==> config.mk <==
export PLATFORM = sky130hd
export DESIGN_NAME = rgbws_window
export DESIGN_NICKNAME = d
export VERILOG_FILES = /design/src/rtl/core/rgbws_pkg.sv /design/src/rtl/core/rgbws_window.sv
export SDC_FILE = /design/constraint.sdc
export NUM_CORES = 1
export LEC_CHECK = 0
export ABC_AREA = 1
export ABC_CLOCK_PERIOD_IN_PS = 23200
export BUFFER_PORTS_ARGS = -buffer_cell sky130_fd_sc_hd__buf_2
export CAP_MARGIN = 40
export CORE_ASPECT_RATIO = 1.1
export CORE_MARGIN = 10
export CORE_UTILIZATION = 60
export CTS_BUF_LIST = sky130_fd_sc_hd__clkbuf_8
export CTS_CLUSTER_DIAMETER = 150
export CTS_CLUSTER_SIZE = 8
export DETAILED_ROUTE_END_ITERATION = 6
export GPL_TIMING_DRIVEN = 0
export PLACE_DENSITY = 0.85
export SLEW_MARGIN = 20
export SYNTH_ARGS = -nofsm -noshare
export SYNTH_HDL_FRONTEND = slang
export SYNTH_SLANG_ARGS = --single-unit
==> constraint.sdc <==
create_clock -name aclk -period 23.2 [get_ports aclk]
set_input_delay 4.64 -clock aclk [delete_from_list [all_inputs] [get_ports aclk]]
set_output_delay 4.64 -clock aclk [all_outputs]
set_load 0.005 [all_outputs]
==> src/rtl/core/rgbws_pkg.sv <==
// Shared types, constants and the per-channel smoothing arithmetic.
`default_nettype none

package rgbws_pkg;

    localparam int CHAN_W       = 8;
    localparam int IMG_WIDTH_W  = 11;
    localparam int IMG_HEIGHT_W = 13;
    localparam int ROW_W        = 12;
    localparam int CFG_INDEX_W  = 1;
    localparam int CFG_DATA_W   = 13;
    localparam int CMP_W        = 14;

    localparam logic [CMP_W-1:0]        MIN_DIM    = 14'd3;
    localparam logic [IMG_HEIGHT_W-1:0] MAX_HEIGHT = 13'd4096;

    localparam logic [IMG_WIDTH_W-1:0]  WIDTH_RESET  = 11'd1024;
    localparam logic [IMG_HEIGHT_W-1:0] HEIGHT_RESET = 13'd768;

    // Register indexes of the configuration channel.
    localparam logic [CFG_INDEX_W-1:0] REG_IMAGE_WIDTH  = 1'd0;
    localparam logic [CFG_INDEX_W-1:0] REG_IMAGE_HEIGHT = 1'd1;

    // Reciprocal of 6 in 14 fractional bits; exact for sums up to 1527.
    localparam logic [11:0] RECIP_SIX = 12'd2731;

    typedef struct packed {
        logic [CHAN_W-1:0] red;
        logic [CHAN_W-1:0] green;
        logic [CHAN_W-1:0] blue;
    } pix_t;

    localparam int PIX_W = $bits(pix_t);

    typedef struct packed {
        logic emit;
        logic frame_end;
    } raster_t;

    // Three quarters of a channel value, truncated.
    function automatic logic [CHAN_W-1:0] three_quarters(input logic [CHAN_W-1:0] v);
        logic [CHAN_W+1:0] t;
        t = {1'b0, v, 1'b0} + {2'b00, v};
        return t[CHAN_W+1:2];
    endfunction

    // Weighted 3x3 sum of one channel divided by six; a..i in raster order.
    function automatic logic [CHAN_W-1:0] smooth_chan(
        input logic [CHAN_W-1:0] a, input logic [CHAN_W-1:0] b, input logic [CHAN_W-1:0] c,
        input logic [CHAN_W-1:0] d, input logic [CHAN_W-1:0] e, input logic [CHAN_W-1:0] f,
        input logic [CHAN_W-1:0] g, input logic [CHAN_W-1:0] h, input logic [CHAN_W-1:0] i
    );
        logic [10:0] sum;
        logic [22:0] prod;
        sum = 11'(a >> 1) + 11'(c >> 1) + 11'(g >> 1) + 11'(i >> 1)
            + 11'(three_quarters(b)) + 11'(three_quarters(d))
            + 11'(three_quarters(f)) + 11'(three_quarters(h))
            + 11'(e);
        prod = 23'(sum) * 23'(RECIP_SIX);
        return prod[21:14];
    endfunction

endpackage

`default_nettype wire

==> src/rtl/core/rgbws_window.sv <==
// Six-entry pixel window and the weighted smoothing of its 3x3 neighborhood.
`default_nettype none

module rgbws_window (
    input  wire logic            aclk,
    input  wire logic            shift_en,
    input  wire rgbws_pkg::pix_t top,
    input  wire rgbws_pkg::pix_t mid,
    input  wire rgbws_pkg::pix_t bot,
    output rgbws_pkg::pix_t      result
);

    import rgbws_pkg::*;

    // Entries 0..2 hold the column two back, 3..5 the previous column.
    pix_t win_reg [6];

    always_ff @(posedge aclk) begin
        if (shift_en) begin
            win_reg[0] <= win_reg[3];
            win_reg[1] <= win_reg[4];
            win_reg[2] <= win_reg[5];
            win_reg[3] <= top;
            win_reg[4] <= mid;
            win_reg[5] <= bot;
        end
    end

    assign result.red = smooth_chan(
        win_reg[0].red, win_reg[3].red, top.red,
        win_reg[1].red, win_reg[4].red, mid.red,
        win_reg[2].red, win_reg[5].red, bot.red);

    assign result.green = smooth_chan(
        win_reg[0].green, win_reg[3].green, top.green,
        win_reg[1].green, win_reg[4].green, mid.green,
        win_reg[2].green, win_reg[5].green, bot.green);

    assign result.blue = smooth_chan(
        win_reg[0].blue, win_reg[3].blue, top.blue,
        win_reg[1].blue, win_reg[4].blue, mid.blue,
        win_reg[2].blue, win_reg[5].blue, bot.blue);

endmodule

`default_nettype wire

# Yosys cells after proc, flatten, opt, wreduce, memory -nomap -nowiden
# Memory sizes are Yosys's and may differ from the RTL's.
# Cells that the tools add are included.
[totals] ff_bits=0 mem_bits_rw=144 in_bits=74 out_inout_bits=24 elab_cells=42 memories=1
[mem_list] name="win_reg" words=6 word_bits=24 read_ports=6 rd_clocked_by_memory_dff=0 write_ports=6 line_no="rgbws_window.sv:16" rtl="pix_t win_reg [6];"
[classes] addsub=36 multipliers=3 muxes=2
[op_table] op="$add A11 B8 Y11" n=12
[op_table] op="$add A9 B8 Y10" n=12
[op_table] op="$mul A11 B12 Y22 const B" n=3
[op_table] op="$add A10 B8 Y11" n=3
[op_table] op="$add A9 B7 Y10" n=3
[op_table] op="$add A8 B7 Y9" n=3
[op_table] op="$add A7 B7 Y8" n=3
[op_table] op="$mux W1" n=2

# Logic depth before layout (Yosys ltp)
[depth] depth_word=9 ltp_mapped=43 ltp_nobuf=43

# Worst setup path before layout
# OpenSTA, ideal clock, no wires.
[synth_timing] path_type="input -> output" from="in mid[10] (netlist name)" to="out result[14] (netlist name)" arrival_ps=12295 required_ps=18560 setup_slack_ps=6265 path_stages=37 path_buffers=0 path_cell_list="ha_1 nand2_1 o21ai_2 a21oi_1 o21ai_0 xor2_1 fa_1 fa_1 inv_1 fa_1 inv_1 fa_1 inv_1 ha_1 nand3_1 nand2_1 a21oi_1 o21ai_0 xor2_1 inv_1 ha_1 inv_1 fa_1 inv_1 fa_1 inv_1 fa_1 fa_1 inv_1 ha_1 nand2_1 nor2_1 nand2_1 inv_1 nand3_1 nand3_1 xor2_1"
[synth_lines] element="from (decl)" line_no="rgbws_window.sv:8" rtl="input wire rgbws_pkg::pix_t mid,"
[synth_lines] element="to (decl)" line_no="rgbws_window.sv:10" rtl="output rgbws_pkg::pix_t result"

==> results.cfg <==
[placement]
dp.cells = 2685
portBuffers = 97
placed_cell_area_um2 = 21200
place_congestion = 0.929
hpwlAfterDp_um = 36800

[global_route]
antenna_found_initial = 2
grt_max_degree = 82
overflow = 0
grtUsageTotal = 0.210
grt_pass1_wl_um = 72000
grt_pass1_vias = 15400

[setup_path]
slowest_stage = fa_1
cpPeakStageDelay_ns = 0.54
r2r_cells = 0
worstSetupPathType = primary input to output port
cp_num_cells = 39
path_buf_inv = 11
cp_max_fo = 4
startpoint_type = primary input
critical_path_arrival_ns = 13.28
cp.required_ns = 18.56
reg2reg_slack_ns = 22.38
cp-end-kind = output port
critPathTopFamily = adder cells
crit_top_cell = inv_1

[cts]
clk_latency_ns = 0.47
clock-sinks = 138
h-tree-depth = 4
cts_setup_buffers = 0
cts_made_buffers = 17
clockBufferDepth = 2
cts.clk_slew.worst_paths_ns = 0.09
cts.root.buffer_cell = clkbuf_8
cts_tree = built
cts_hold_buf = 0
cts_resized = 0

[outcome]
run_status = finished clean

[final_layout]
syn2layout_area_growth_pct = 7.48
design_area_um2 = 21600
fin_nets = 2936
drive_gt1_frac = 0.0722
stdcell_count = 2719
largest_reg_flops = 138

[floorplan]
start_util = 0.606
fp.dieW_um = 195
die_h_um = 212
die_area_um2 = 41200
rows = 70
core_um2 = 33200
io_pins = 98

[min_path]
hp-class = flip-flop to flip-flop
hold_path_depth = 0

[logic_synthesis]
yosysSeqAreaShare = 0.206
synth_area_leaders = fa_1 26%, edfxtp_1 21%, ha_1 21%
async_reset_ff_frac = 0
synth_top_cell_area_share = 0.258
ys.flop_type = edfxtp_1
yosysMostFrequentCell = inv_1
ys_ff_latch = 138
netlist_instances = 2155
synth_common_cells = 617 x inv_1, 331 x ha_1, 288 x nand2_1
ys_warn_count = 0
yosysTopAreaCell = fa_1
synth_fp_nets = 2819
synth_edf_count = 138
syn_avg_cell_area_um2 = 9.33
yosysUniqueCellTypes = 40
synth_area_um2 = 20100

[sta]
rsz0062_at_grt = no
slew_viol_final = 0
skew_ns = 0.0141
tightest_slew_ns = 0.490
fmax_mhz = 55.8
finalSetupViolCount = 0
slew_headroom = 0.672
finalCritPeriodShare = 0.772
hold_viol = 0
period_needed_ns = 17.92
tns_ns = 0

[drt]
drc = 0
finalWirelength_um = 42600
wl_per_cell_um = 15.7
routed-via-count = 14400
postRouteAntennaNets = 0
first_iter_violations = 789
drt_pass1_iterations = 5
via_per_inst = 5.30

[run]
maxCapViolCount = 0
[cells by family (layout without fill, tap and decap cells)]
kind of cell	after synthesis	in the layout	share of synthesized area
fa+ha+maj	590	590	0.464
simple gates	470	470	0.100
compound gates	232	232	0.0675
flops	138	138	0.206
xor+xnor	107	107	0.0466
buf+inv	618	748	0.115
other cells	0	2	0
[metrics by stage]
step                      hold slack [ns]  utilization  worst slack [ns]
after floorplan                     0.426            -              6.27
after global placement              0.431        0.636              5.50
after detailed placement            0.434        0.638              5.33
after CTS                           0.441        0.651              5.31
after global routing                0.453        0.651              4.73
final                               0.439        0.651              5.28
[cell type report]
type	count	area, um2
Fill cell	2528	11600
Antenna cell	2	5.00
Timing Repair Buffer	98	523
Multi-Input combinational cell	1399	13600
Tap cell	432	541
Clock inverter	15	200
Clock buffer	17	234
Inverter	618	2320
Sequential cell	138	4140
[placed cells by master (no fill, tap or decap), types with 21 or more instances in the layout]
cell and n:
buf_2 96, fa_1 259, xnor2_1 37, xor2_1 70, a21oi_1 115, o21bai_1 21, nand2_1 288, ha_1 331
o21ai_0 44, nor2_1 77, inv_1 618, nand3_1 47, edfxtp_1 138, nand4_1 23
[final timing paths]
| kind | from | endpoint |
|---|---|---|
| setup / recovery | mid[10] | result[14] |
| hold reg to reg | win_reg[4][3]$_DFFE_PP_ | win_reg[1][3]$_DFFE_PP_ |
| setup reg to reg | win_reg[5][7]$_DFFE_PP_ | win_reg[2][7]$_DFFE_PP_ |
| hold / removal | win_reg[4][3]$_DFFE_PP_ | win_reg[1][3]$_DFFE_PP_ |
[per-layer routing]
metal,global-route usage,share of wire
met1,0.267,0.43
met2,0.364,0.50
met3,0.0288,0.049
met4,0.0634,0.020
met5,0,0
Power is not shown: default switching activity piles up to over one toggle a cycle in this logic, so the estimate is an artifact.
