## src/rtl/core/rgbws_pkg.sv

```systemverilog
// Shared types, constants and the per-channel smoothing arithmetic.
`default_nettype none

package rgbws_pkg;

    localparam int CHAN_W       = 8;
    localparam int IMG_WIDTH_W  = 11;
    localparam int IMG_HEIGHT_W = 13;
    localparam int ROW_W        = 12;
    localparam int CFG_INDEX_W  = 1;
    localparam int CFG_DATA_W   = 13;
    localparam int CMP_W        = 14;

    localparam logic [CMP_W-1:0]        MIN_DIM    = 14'd3;
    localparam logic [IMG_HEIGHT_W-1:0] MAX_HEIGHT = 13'd4096;

    localparam logic [IMG_WIDTH_W-1:0]  WIDTH_RESET  = 11'd1024;
    localparam logic [IMG_HEIGHT_W-1:0] HEIGHT_RESET = 13'd768;

    // Register indexes of the configuration channel.
    localparam logic [CFG_INDEX_W-1:0] REG_IMAGE_WIDTH  = 1'd0;
    localparam logic [CFG_INDEX_W-1:0] REG_IMAGE_HEIGHT = 1'd1;

    // Reciprocal of 6 in 14 fractional bits; exact for sums up to 1527.
    localparam logic [11:0] RECIP_SIX = 12'd2731;

    typedef struct packed {
        logic [CHAN_W-1:0] red;
        logic [CHAN_W-1:0] green;
        logic [CHAN_W-1:0] blue;
    } pix_t;

    localparam int PIX_W = $bits(pix_t);

    typedef struct packed {
        logic emit;
        logic frame_end;
    } raster_t;

    // Three quarters of a channel value, truncated.
    function automatic logic [CHAN_W-1:0] three_quarters(input logic [CHAN_W-1:0] v);
        logic [CHAN_W+1:0] t;
        t = {1'b0, v, 1'b0} + {2'b00, v};
        return t[CHAN_W+1:2];
    endfunction

    // Weighted 3x3 sum of one channel divided by six; a..i in raster order.
    function automatic logic [CHAN_W-1:0] smooth_chan(
        input logic [CHAN_W-1:0] a, input logic [CHAN_W-1:0] b, input logic [CHAN_W-1:0] c,
        input logic [CHAN_W-1:0] d, input logic [CHAN_W-1:0] e, input logic [CHAN_W-1:0] f,
        input logic [CHAN_W-1:0] g, input logic [CHAN_W-1:0] h, input logic [CHAN_W-1:0] i
    );
        logic [10:0] sum;
        logic [22:0] prod;
        sum = 11'(a >> 1) + 11'(c >> 1) + 11'(g >> 1) + 11'(i >> 1)
            + 11'(three_quarters(b)) + 11'(three_quarters(d))
            + 11'(three_quarters(f)) + 11'(three_quarters(h))
            + 11'(e);
        prod = 23'(sum) * 23'(RECIP_SIX);
        return prod[21:14];
    endfunction

endpackage

`default_nettype wire

```

## src/rtl/core/rgbws_raster.sv

```systemverilog
// Column and row counters that place each incoming pixel in the frame.
`default_nettype none

module rgbws_raster #(
    parameter int MAX_WIDTH = 1024,
    parameter int AW        = (MAX_WIDTH > 1) ? $clog2(MAX_WIDTH) : 1
) (
    input  wire logic                                 aclk,
    input  wire logic                                 aresetn,
    input  wire logic                                 advance,
    input  wire logic [rgbws_pkg::IMG_WIDTH_W-1:0]    image_width,
    input  wire logic [rgbws_pkg::IMG_HEIGHT_W-1:0]   image_height,
    output logic      [AW-1:0]                        col,
    output rgbws_pkg::raster_t                        pos
);

    import rgbws_pkg::*;

    localparam logic [CMP_W-1:0] MAX_W_CMP = CMP_W'(MAX_WIDTH);

    logic [AW-1:0]           col_reg, col_next;
    logic [ROW_W-1:0]        row_reg, row_next;
    logic [CMP_W-1:0]        width_eff;
    logic [IMG_HEIGHT_W-1:0] height_eff;
    logic                    last_col;
    logic                    last_row;

    always_comb begin
        if (CMP_W'(image_width) < MIN_DIM) begin
            width_eff = MIN_DIM;
        end else if (CMP_W'(image_width) > MAX_W_CMP) begin
            width_eff = MAX_W_CMP;
        end else begin
            width_eff = CMP_W'(image_width);
        end

        if (image_height < IMG_HEIGHT_W'(MIN_DIM)) begin
            height_eff = IMG_HEIGHT_W'(MIN_DIM);
        end else if (image_height > MAX_HEIGHT) begin
            height_eff = MAX_HEIGHT;
        end else begin
            height_eff = image_height;
        end
    end

    // A counter already past the end after a size change wraps as well.
    assign last_col = (CMP_W'(col_reg) + CMP_W'(1)) >= width_eff;
    assign last_row = (IMG_HEIGHT_W'(row_reg) + IMG_HEIGHT_W'(1)) >= height_eff;

    always_comb begin
        col_next = col_reg;
        row_next = row_reg;
        if (advance) begin
            if (last_col) begin
                col_next = '0;
                row_next = last_row ? '0 : row_reg + ROW_W'(1);
            end else begin
                col_next = col_reg + AW'(1);
            end
        end
    end

    always_ff @(posedge aclk) begin
        if (!aresetn) begin
            col_reg <= '0;
            row_reg <= '0;
        end else begin
            col_reg <= col_next;
            row_reg <= row_next;
        end
    end

    assign col           = col_reg;
    assign pos.emit      = (col_reg >= AW'(2)) && (row_reg >= ROW_W'(2));
    assign pos.frame_end = last_col && last_row;

endmodule

`default_nettype wire

```

## config.mk

```make
export PLATFORM = sky130hd
export DESIGN_NAME = rgbws_raster
export DESIGN_NICKNAME = d
export VERILOG_FILES = /design/src/rtl/core/rgbws_pkg.sv /design/src/rtl/core/rgbws_raster.sv
export SDC_FILE = /design/constraint.sdc
export NUM_CORES = 1
export LEC_CHECK = 0
export BUFFER_PORTS_ARGS = -buffer_cell sky130_fd_sc_hd__buf_2
export CAP_MARGIN = 5
export CORE_MARGIN = 1.5
export CORE_UTILIZATION = 50
export DETAILED_ROUTE_END_ITERATION = 7
export HOLD_SLACK_MARGIN = 0.02
export PLACE_DENSITY = 0.74
export SETUP_SLACK_MARGIN = 0.05
export SYNTH_ARGS = -nofsm -noshare
export SYNTH_HDL_FRONTEND = slang
export SYNTH_SLANG_ARGS = --single-unit
```

## constraint.sdc

```tcl
create_clock -name aclk -period 3.5 [get_ports aclk]
set_clock_uncertainty 0.05 [all_clocks]
set_input_delay 0.875 -clock aclk [delete_from_list [all_inputs] [get_ports aclk]]
set_output_delay 0.875 -clock aclk [all_outputs]
set_load 0.01 [all_outputs]
```

# [Word-level counts from Yosys, hierarchy flattened]
# Cells that the tools add are included.
[op_classes] add_sub_neg=4 multipliers=0 div_mod_pow=0 n_lt_le_gt_ge=8 n_eq_ne=0 n_shift=0 muxes=6 n_bitwise=0 reduce_logical=3
[op_table] operator="13-bit 2-to-1 mux" n=2
[op_table] operator="11-bit 2-to-1 mux" n=2
[op_table] operator="11-bit by 14-bit >= comparator with 1-bit output" n=1
[op_table] operator="12-bit by 1-bit adder with 13-bit output (second input constant)" n=1
[op_table] operator="13-bit >= comparator" n=1
[op_table] operator="13-bit > comparator (second input constant)" n=1
[op_table] operator="13-bit by 2-bit < comparator with 1-bit output (second input constant)" n=1
[op_table] operator="12-bit by 1-bit adder with 12-bit output (second input constant)" n=1
[op_table] operator="12-bit by 2-bit >= comparator with 1-bit output (second input constant)" n=1
[op_table] operator="12-bit 2-to-1 mux" n=1
[op_table] operator="10-bit by 1-bit adder with 11-bit output (second input constant)" n=1
[op_table] operator="11-bit > comparator (second input constant)" n=1
[op_table] operator="11-bit by 2-bit < comparator with 1-bit output (second input constant)" n=1
[op_table] operator="10-bit by 1-bit adder with 10-bit output (second input constant)" n=1
[op_table] operator="10-bit by 2-bit >= comparator with 1-bit output (second input constant)" n=1
[op_table] operator="10-bit 2-to-1 mux" n=1
[op_table] operator="1-bit logical AND" n=2
[op_table] operator="2-bit AND reduction" n=1
[totals] ff_bits=22 latchBits=0 ramBits=0 mem_bits_ro=0 input_bits=27 out_inout_bits=12 wordCells=23 memories=0

# [Depth between registers and ports, before layout]
[logic_depth] depth_word=5 mapped_depth=14 depth_no_buf=12

# [Worst setup path before layout]
# OpenSTA, ideal clock, no wires.
[synth_timing] path_kind="input-to-output" from="in image_height[7] in the netlist's numbering" to="out pos[0] in the netlist's numbering" t_arrival_ns=2.816 required_time_ns=2.575 setup_slack_ns=-0.241 path_stages=9 path_buffers=0 cell_sequence="nor4_1 -> nand3_1 -> o31ai_1 -> nand2_1 -> ha_1 -> nand2_1 -> a2111oi_0 -> o21ai_1 -> a21oi_1"
[synth_lines] item="start, declared" line="rgbws_raster.sv:12" source="input wire logic [rgbws_pkg::IMG_HEIGHT_W-1:0] image_height,"
[synth_lines] item="end, declared" line="rgbws_raster.sv:14" source="output rgbws_pkg::raster_t pos"

==> run summary <==
mapped cell area: 2010 sq um
first-pass GRT wire length: 8370 um
DP Area: 2570 sq um
Max Fclk: 247 MHz
Critical Path Source: image_height[8]
leak pwr: 1.44 nW
Post-Layout Cell Count: 380
max cap viols: 0
WP data arrival: 3.13 ns
Mapped Cells: 249
Antenna diodes: 0
max reg flops: 12
Pre-antenna DRT Iters: 5
Top FF cell, synth: dfxtp_1
Clock H-tree levels: 1
crit-path max FO: 3
worst hold path class: reg -> reg
layout cells sized above 1: 38.6%
hold_buf cts: 0
1st-iter DRT viols: 309
Setup violations, final: 10
die width: 66.4 um
dpl cells: 373
antenna viol nets, final: 0
DRC viols: 0
worst r2r src: row_reg[2]
total track usage: 24.6%
Seq/Total Area, Yosys: 21.9%
startpoint types: input pin
clk slew on worst S/H paths: 0.08 ns
vias in the first global route: 1858
clk_lat worst skew: 0.27 ns
#FFs+latches synth: 22
final wirelength: 6990 um
fin area: 2910 sq um
Worst Setup EP: pos[0]
Post-synth EDFFs: 0
Final Hold Fails: 0
max-slew violations: 0
power per cell area: 273 nW/um^2
CTS root buffer: clkbuf_8
fin crit period: 4.06 ns
Netlist cell types: 47
IO Port Bufs: 38
DIE HEIGHT: 66.4 um
average vias per placed instance: 6.09
WS Path Type: in -> out
mux share of post-synthesis cell area: 0%
R2R Path End: row_reg[8]
RSZ-0062 raised after global routing: true
failing checks: setup timing
fin crit share: 116%
Routed wire per std cell: 18.4 um
worst reg-to-reg path cell count: 13
ys async rst share: 0%
largest family of logic cells by synthesized area: simple AND/OR/NAND/NOR gates
Overflow after GRT: 0
Post-Synth Adder-Cell Area: 17.4%
standard-cell row count: 22
die area: 4410 sq um
Worst EP required: 2.57 ns
Clock Sinks: 22
setup ws final: -0.556 ns
r2r setup slk: -0.03 ns
Max VDD drop: 0.205 mV
Max Root-Sink Buffers: 2
fraction of the mapped netlist area in compound gates: 23.6%
worst-margin pin slew: 0.609 ns
nets@finish: 388
area grow syn2layout: 45.0%
simple-gate area share of the yosys netlist: 25.0%
Vias: 2313
Synth Area in XOR/XNOR: 7.41%
initial antenna violation count: 0
Ys Warns: 0
Syn Nets: 304
HPWL reported at the end of detailed placement: 4060 um
Crit. End Element: primary output
Rel. slew slack: 58.3%
CTS tree: built
syn_area_per_cell: 8.06 sq um
num ports: 39
CTS buffer count: 3
GPL Wtd Cong: 0.840
Initial Util: 53.3%
outcome: finished with violations
total power: 0.000794 W
core region area: 3770 sq um
largest net degree at the start of global routing: 13
how the worst min path moves through the flow:
stage,cells after the start,end,start
after global placement,1,row_reg[5],row_reg[5]
after CTS,1,row_reg[5],row_reg[5]
after global routing,1,row_reg[5],row_reg[5]
after detailed placement,1,row_reg[5],row_reg[5]
after floorplan,2,row_reg[1],row_reg[1]
final,1,row_reg[5],row_reg[5]
worst max-delay path, cell delays in order:
cell       delay [ns]
buf_6            0.10
nor4_4           0.31
nand3_2          0.14
o31ai_4          0.28
buf_6            0.17
buf_6            0.10
nand2_4          0.05
ha_4             0.26
nand2_2          0.08
a2111oi_4        0.26
o21ai_2          0.13
a21oi_2          0.20
buf_2            0.16
kinds of logic (layout without fill, tap and decap cells):
group / after synthesis / in the layout
compound gates: 63 / 63
xor+xnor: 17 / 17
fa+ha+maj: 28 / 28
buf+inv: 20 / 103
flops: 22 / 22
simple gates: 99 / 99
layout by cell type (no fill, tap or decap), types with 4 or more instances in the layout:
cell,netlist,final
buf_6,1,7
nand3_1,8,7
o21ai_1,9,7
buf_2,2,34
xor2_1,5,5
o21ai_0,4,4
dfxtp_1,22,22
nor2_1,5,5
clkbuf_8,0,4
a21oi_1,12,10
nand2_1,45,37
and3_1,10,10
nor4_1,9,6
a2bb2oi_1,5,5
inv_1,9,9
a21o_1,7,7
ha_4,0,4
a32o_1,4,4
buf_4,2,46
xnor2_1,12,12
o31ai_4,0,4
ha_1,28,24
nand2_2,0,4
a22o_1,4,4
nand2_4,0,4
timing repair:
item / in CTS / in global routing
gates resized for setup: 6 / 42
setup buffers: 1 / 2
pin swaps: 1 / 18
setup endpoints to repair: 6 / 12
where the power goes:
group,switching (W),internal (W)
logic,0.000161,0.000147
registers,0.0000278,0.000265
clock network,0.0000936,0.000101
metrics by stage:
| stage | utilization [%] | setup TNS, ns | setup WS (ns) | hold WS, ns |
|---|---|---|---|---|
| after floorplan | - | -0.129 | -0.129 | 0.430 |
| after global placement | 68.1 | -2.09 | -0.433 | 0.479 |
| after detailed placement | 68.1 | -2.89 | -0.467 | 0.492 |
| after CTS | 70.6 | -0.371 | -0.371 | 0.511 |
| after global routing | 77.2 | -1.31 | -0.567 | 0.555 |
| final | 77.2 | -0.948 | -0.556 | 0.530 |
metal layers:
metal,vias to the layer above,GRT usage (%),part of all wire (%)
li1,1080,-,-
met1,1080,35.7,43
met2,125,37.9,47
met3,28,3.92,7.4
met4,0,5.36,3.1
met5,-,0,0
synth_stat cells, types with 4 or more instances:
master / instances / area, sq um
nand2_1: 45 / 169
ha_1: 28 / 350
dfxtp_1: 22 / 440
a21oi_1: 12 / 60.1
xnor2_1: 12 / 105
and3_1: 10 / 62.6
inv_1: 9 / 33.8
nor4_1: 9 / 56.3
o21ai_1: 9 / 45.0
nand3_1: 8 / 40.0
a21o_1: 7 / 52.6
a2bb2oi_1: 5 / 43.8
nor2_1: 5 / 18.8
o31ai_2: 5 / 62.6
xor2_1: 5 / 43.8
a22o_1: 4 / 35.0
a32o_1: 4 / 40.0
o21ai_0: 4 / 20.0
area by class of cell:
type,instances,area (sq um)
multi-input combinational,207,1700
fill,236,858
timing repair buffer,88,614
sequential,22,440
tap,48,60.1
clock buffer,4,55.1
inverter,11,41.3
No activity file was read; power rests on OpenSTA's default activity.
